`src/sv/dcp_pkg.sv`:
```
// ----------------------------------------------------------------------------
// dcp_pkg
// Shared widths, status codes and pipeline tag types for the distance
// constraint projection block.
// ----------------------------------------------------------------------------
`default_nettype none

package dcp_pkg;

    localparam int AXES        = 3;
    localparam int COORD_W     = 32;
    localparam int DIFF_W      = COORD_W + 1;
    localparam int MAG_W       = DIFF_W;
    localparam int SQ_W        = 2 * MAG_W;
    localparam int LEN_W       = SQ_W / 2;
    localparam int MASS_W      = 24;
    localparam int WSUM_W      = MASS_W + 1;
    localparam int REST_W      = 31;
    localparam int RATIO_W     = 10;
    localparam int RATIO_SHIFT = 8;
    localparam int THR_W       = REST_W + RATIO_W;
    localparam int ERR_W       = LEN_W + 1;
    localparam int PROD_W      = MAG_W + LEN_W;
    localparam int WNUM_W      = MAG_W + WSUM_W;
    localparam int POS_W       = COORD_W + 4;

    localparam logic [RATIO_W-1:0] RATIO_RESET = 10'd320;

    typedef enum logic [1:0] {
        STATUS_APPLIED   = 2'd0,
        STATUS_CUT       = 2'd1,
        STATUS_ZERO_LEN  = 2'd2,
        STATUS_ZERO_MASS = 2'd3
    } status_t;

    typedef struct packed {
        logic [AXES-1:0][COORD_W-1:0] p1;
        logic [AXES-1:0][COORD_W-1:0] p2;
        logic [MASS_W-1:0]            w1;
        logic [MASS_W-1:0]            w2;
        logic                         m1;
        logic                         m2;
        logic [REST_W-1:0]            rest;
    } joint_t;

    // Sideband through the square root pipe
    typedef struct packed {
        joint_t                     j;
        logic [AXES-1:0]            d_neg;
        logic [AXES-1:0][MAG_W-1:0] mag;
        logic [THR_W-1:0]           thr;
    } sqrt_tag_t;

    // Sideband through both divider pipes
    typedef struct packed {
        joint_t            j;
        status_t           status;
        logic [REST_W-1:0] new_rest;
        logic [AXES-1:0]   neg;
        logic [WSUM_W-1:0] ws;
    } corr_tag_t;

endpackage

`default_nettype wire

```
`src/sv/dcp_sqrt.sv`:
```
// ----------------------------------------------------------------------------
// dcp_sqrt
// Pipelined digit-by-digit integer square root, one root bit per stage,
// with a sideband tag carried alongside.
// ----------------------------------------------------------------------------
`default_nettype none

module dcp_sqrt #(
    parameter int ROOT_W = dcp_pkg::LEN_W,
    parameter int RAD_W  = 2 * ROOT_W,
    parameter int TAG_W  = 1
) (
    input  wire logic              clk,
    input  wire logic              rst_n,
    input  wire logic              en,
    input  wire logic              in_valid,
    input  wire logic [RAD_W-1:0]  in_rad,
    input  wire logic [TAG_W-1:0]  in_tag,
    output logic                   out_valid,
    output logic [ROOT_W-1:0]      out_root,
    output logic [TAG_W-1:0]       out_tag
);

    localparam int REM_W = ROOT_W + 2;
    localparam int T_W   = REM_W + 2;

    logic              valid_reg [ROOT_W];
    logic [ROOT_W-1:0] root_reg  [ROOT_W];
    logic [TAG_W-1:0]  tag_reg   [ROOT_W];
    logic [REM_W-1:0]  rem_reg   [ROOT_W-1];
    logic [RAD_W-1:0]  rad_reg   [ROOT_W-1];

    genvar g;
    generate
        for (g = 0; g < ROOT_W; g++) begin : g_step
            logic              valid_in;
            logic [TAG_W-1:0]  tag_in;
            logic [REM_W-1:0]  rem_in;
            logic [RAD_W-1:0]  rad_in;
            logic [ROOT_W-1:0] root_in;
            logic [T_W-1:0]    cur;
            logic [T_W-1:0]    trial;
            logic [T_W-1:0]    diff;
            logic              ge;
            logic [REM_W-1:0]  rem_next;
            logic [RAD_W-1:0]  rad_next;
            logic [ROOT_W-1:0] root_next;

            if (g == 0) begin : g_first
                assign valid_in = in_valid;
                assign tag_in   = in_tag;
                assign rem_in   = '0;
                assign rad_in   = in_rad;
                assign root_in  = '0;
            end else begin : g_rest
                assign valid_in = valid_reg[g-1];
                assign tag_in   = tag_reg[g-1];
                assign rem_in   = rem_reg[g-1];
                assign rad_in   = rad_reg[g-1];
                assign root_in  = root_reg[g-1];
            end

            // trial subtrahend is 4*root + 1
            assign cur       = {rem_in, rad_in[RAD_W-1:RAD_W-2]};
            assign trial     = {2'b00, root_in, 2'b01};
            assign diff      = cur - trial;
            assign ge        = cur >= trial;
            assign rem_next  = ge ? diff[REM_W-1:0] : cur[REM_W-1:0];
            assign rad_next  = {rad_in[RAD_W-3:0], 2'b00};
            assign root_next = {root_in[ROOT_W-2:0], ge};

            always_ff @(posedge clk or negedge rst_n)
            begin
                if (!rst_n)
                begin
                    valid_reg[g] <= 1'b0;
                end
                else if (en)
                begin
                    valid_reg[g] <= valid_in;
                end
            end

            always_ff @(posedge clk)
            begin
                if (en)
                begin
                    root_reg[g] <= root_next;
                    tag_reg[g]  <= tag_in;
                end
            end

            if (g < ROOT_W - 1) begin : g_carry
                always_ff @(posedge clk)
                begin
                    if (en)
                    begin
                        rem_reg[g] <= rem_next;
                        rad_reg[g] <= rad_next;
                    end
                end
            end
        end
    endgenerate

    assign out_valid = valid_reg[ROOT_W-1];
    assign out_root  = root_reg[ROOT_W-1];
    assign out_tag   = tag_reg[ROOT_W-1];

endmodule

`default_nettype wire

```
`config.mk`:
```
export PLATFORM = sky130hd
export DESIGN_NAME = dcp_sqrt
export DESIGN_NICKNAME = d
export VERILOG_FILES = /design/src/sv/dcp_pkg.sv /design/src/sv/dcp_sqrt.sv
export SDC_FILE = /design/constraint.sdc
export NUM_CORES = 2
export LEC_CHECK = 0
export BUFFER_PORTS_ARGS = -buffer_cell sky130_fd_sc_hd__buf_2
export CAP_MARGIN = 40
export CORE_ASPECT_RATIO = 0.9
export CORE_MARGIN = 2
export CORE_UTILIZATION = 35
export CTS_BUF_LIST = sky130_fd_sc_hd__clkbuf_8
export CTS_CLUSTER_SIZE = 40
export DETAILED_ROUTE_END_ITERATION = 7
export PLACE_DENSITY = 0.58
export SLEW_MARGIN = 5
export SYNTH_ARGS = -nofsm -noshare
export SYNTH_HDL_FRONTEND = slang
export SYNTH_MEMORY_MAX_BITS = 65536
export SYNTH_SLANG_ARGS = --single-unit
```
`constraint.sdc`:
```
create_clock -name clk -period 3.7 [get_ports clk]
set_input_delay 0.185 -clock clk [delete_from_list [all_inputs] [get_ports clk]]
set_output_delay 0.185 -clock clk [all_outputs]
set_load 0.02 [all_outputs]
```
# Word level (Yosys, flattened, before mapping)
# Memories as Yosys holds them, arrays and structs flattened.
# Cells that the tools add are included.
op_classes:
  n_addsub: 32
  n_lt_le_gt_ge: 33
  n_mux: 34
ops:
  columns: ["cell", "n"]
  rows:
  - ["37-bit by 35-bit >= comparator with 1-bit output", 32]
  - ["35-bit two-way mux", 32]
  - ["35-bit subtractor", 31]
  - ["2-bit by 1-bit subtractor with 3-bit output, second input constant", 1]
  - ["2-bit by 1-bit >= comparator with 1-bit output, second input constant", 1]
  - ["1-bit two-way mux", 2]
totals:
  register_bits: 33
  ramBits: 4290
  in_bits: 71
  out_inout_bits: 35
  elab_cells: 136
  n_memories: 4
mem_list:
  columns: ["name", "depth", "width", "rd", "rd_ports_with_merged_regs", "write_ports", "line", "rtl"]
  rows:
  - ["rad_reg", 32, 64, 32, 0, 32, "dcp_sqrt.sv:31", "logic [RAD_W-1:0] rad_reg [ROOT_W-1];"]
  - ["rem_reg", 32, 35, 32, 0, 32, "dcp_sqrt.sv:30", "logic [REM_W-1:0] rem_reg [ROOT_W-1];"]
  - ["root_reg", 33, 33, 33, 0, 33, "dcp_sqrt.sv:28", "logic [ROOT_W-1:0] root_reg [ROOT_W];"]
  - ["tag_reg", 33, 1, 33, 0, 33, "dcp_sqrt.sv:29", "logic [TAG_W-1:0] tag_reg [ROOT_W];"]

# Logic depth before layout (Yosys ltp)
# An unclocked memory read counts as a cell.
depth:
  depth_word: 3
  depth_mapped: 16
  depth_no_buf: 15

# Least setup slack after synthesis
# OpenSTA, ideal clock, no wires.
synth_path:
  path_type: "register -> register"
  start: "memory rem_reg[1][210] in the netlist's numbering"
  end: "memory rem_reg[1][277] in the netlist's numbering (data pin)"
  setup_ns: 0.267
  t_arrival_ns: 3.078
  required_ns: 3.433
  setup_slack_ns: 0.355
  stages_incl_launch_ff: 12
  path_buffers: 0
  period_less_slack_ns: 3.345
  cell_sequence: "edfxtp_1 -> ha_1 -> o21ai_1 -> a211oi_2 -> a211oi_1 -> a211o_1 -> a21bo_2 -> o31ai_4 -> nand2_1 -> a2111o_1 -> nor4b_2 -> xor2_1"
synth_lines:
  columns: ["element", "line"]
  rows:
  - ["start: declaration", "dcp_sqrt.sv:30"]

==> flow_metrics.tcl <==
set metrics [dict create \
    worstPathRequired_ns 4.47 \
    core_area_um2 360600 \
    synth_top_cell_by_area "edfxtp_1" \
    dpl.hpwl_um 196700 \
    synth_area_um2 127000 \
    tightestPinTransition_ns 1.133 \
    yosys-top-cells-area "edfxtp_1, ha_1, xor2_1" \
    max_cap_violations 0 \
    synth_top_area_share_pct 64.26 \
    fin_crit_ns 3.644 \
    start_kind "flip-flop" \
    vias_per_cell 4.947 \
    multi_input_area_um2 41480 \
    finalCritPeriodShare_pct 98.48 \
    dpl_cell_area_um2 136200 \
    hp-class "input port to async pin" \
    timing.fmax_ghz 0.2744 \
    ys_ff_latch 2750 \
    cp_max_fo 6 \
    numPortBuffers 105 \
    layout.nets 11370 \
    gr-usage-all-layers_pct 14.60 \
    hold_viol_final 0 \
    io_pins 106 \
    drc 0 \
    final_layout_size_suffix_gt1_share_pct 12.25 \
    ir_worst_vdd_uv 314.9 \
    crit_type "flip-flop to flip-flop" \
    area_growth_pct 15.66 \
    synth.distinct_cells 96 \
    wl_um 275200 \
    first_global_vias 78659 \
    register_area_um2 82410 \
    antenna_left 0 \
    seq_area_frac_synth_pct 64.91 \
    cts_inserted_buffers 457 \
    yosys_warnings 0 \
    endpoint_kind "flip-flop" \
    synth.net_count 10449 \
    die-area_um2 367600 \
    die_w_um 638.9 \
    utilization_pct 40.72 \
    clkLatencyLatePin_ns 1.13 \
    synth-main-ff-cell "edfxtp_1" \
    status "finished, final reports clean" \
    ys_top_cells_by_count "edfxtp_1, inv_1, nand2_1" \
    die_h_um 575.4 \
    p_leak_nw 56.37 \
    grt_max_degree 112 \
    globalplace.congestion 0.9139 \
    maxSlewViolCount 0 \
    postSynthAreaPerCell_um2 12.98 \
    grt_pass1_wl_um 434300 \
    yosysMostFrequentCell "edfxtp_1" \
    vias 78271 \
    synth_cells 9782 \
    start_util_pct 35.21 \
    powerDensity_nw_per_um2 589.9 \
    h-tree-depth 5 \
    final.setup_skew_ns 0.09844 \
    cts-root-buf "clkbuf_8" \
    cts_tree "yes" \
    first_pass_iters 6 \
    clk_path_buf_depth 4 \
    antenna_found_initial 2 \
    clock_sinks 2750 \
    slew_headroom_pct 24.45 \
    setup_viol 0 \
    crit_arrival_ns 4.42 \
    design_power_total_mw 86.63 \
    drt_iter0_markers 5998 \
    final.fill_count 33372 \
    clk_pin_slew_ns 0.07 \
    synth-edff-count 2717 \
    fin_area_um2 146900 \
    async_flop_share_pct 1.200 \
    routedWlPerCell_um 17.39 \
    grt_overflow 0 \
    largest_register_ff_count 1067 \
    rows 209 \
]
[critical path, cell delays in order (launching register included)]
cell,delay (ns)
edfxtp_1,0.40
inv_1,0.06
ha_2,0.38
and3_1,0.19
and3_1,0.20
a211oi_1,0.11
a211o_1,0.36
a21bo_2,0.25
o31ai_4,0.26
nand2_2,0.12
a2111o_1,0.50
buf_4,0.18
xnor2_1,0.37
[power breakdown]
group	total [mW]	switching, mW	internal (mW)	leakage (nW)
registers	42.1	2.71	39.4	26.6
clock network	25.8	12.5	13.3	4.85
logic	18.7	10.7	8.02	24.9
total	86.6	25.9	60.7	56.4
[stage by stage]
step	std cells	worst slack [ns]	hold WS, ns	setup TNS (ns)
after floorplan	9782	0.3551	-0.1106	0
after global routing	15823	-0.03896	0.1373	-0.06457
final	15823	0.05629	0.1754	0
after global placement	14833	-0.2074	0.2621	-0.6375
after detailed placement	14833	-0.1643	0.2866	-0.8264
after CTS	15805	-0.007533	0.02583	-0.007533
[cell usage in the layout, fill, tap and decap left out, types with 21 or more instances in the layout]
master,n
buf_2,104
xnor2_1,423
a21oi_1,568
nor2b_1,82
o21ai_1,21
buf_4,345
nor4_1,105
or2_2,52
o21a_1,110
nand2_1,740
clkbuf_8,459
and2_1,25
nor2_1,566
mux2_2,88
buf_12,44
o21ai_0,526
dfrtp_1,33
xor2_1,465
ha_1,589
a31oi_1,34
a21o_1,260
edfxtp_1,2717
inv_1,869
clkinv_1,120
o21bai_1,52
nor3_1,257
nand4_1,100
dlygate4sd3_1,141
a211o_1,21
and3_1,54
nand3_1,150
or4_1,55
o31ai_1,71
nand3b_1,22
o211ai_1,26
or3_1,108
a211oi_1,51
clkinv_2,78
nand2b_1,117
bufinv_16,23
[cells by family after synthesis]
group	synth area share, %
AO/OA/AOI/OAI	9.542
buffers and inverters	2.815
adder cells (fa/ha/maj)	5.873
flip-flops	64.91
other	0.002953
multiplexers	0.8997
XOR/XNOR	6.132
AND/OR/NAND/NOR	9.826
[path summary, 6_finish.rpt]
check                      slack (ns)       startpoint  cells past startpoint                   to
max                              0.06  root_reg[22][8]                     12      rem_reg[1][271]
min                              0.18            rst_n                      4  g_step[11].valid_in
max reg2reg                      0.06  root_reg[22][8]                     12      rem_reg[1][271]
min reg2reg                      0.35  rad_reg[0][221]                      0      rad_reg[0][287]
max in group asynchronous        3.35            rst_n                      4  g_step[24].valid_in
min in group clk                 0.27               en                      2       rad_reg[2][61]
[repair_timing]
| item | in CTS | in global routing |
|---|---|---|
| setup endpoints to repair | 47 | 270 |
| gates resized for setup | 9 | 85 |
| setup buffers | 1 | 14 |
| pin swaps | 1 | 12 |
| hold buffers | 142 | 0 |
| endpoints found under the hold margin | 1025 | 0 |
| gates cloned | 0 | 1 |
[final cells by class]
cell class              count  share of cell area (%)
flip-flops and latches   2750                   56.12
multi-input cells        6089                   28.24
clock buffers             459                   4.302
well taps                4747                   4.044
repair buffers            638                   3.712
inverters                 767                   1.964
clock inverters           370                   1.609
diodes                      3                0.005112
[per-layer routing]
metal  part of all wire [%]  track usage, %  wire length, µm
met2                     45           23.22           125100
met4                    3.5           5.540             9586
met3                    4.4           2.157            12130
met5                      0               0                0
met1                     47           20.18           128400
Note: power is estimated with default switching activity, not from simulation.
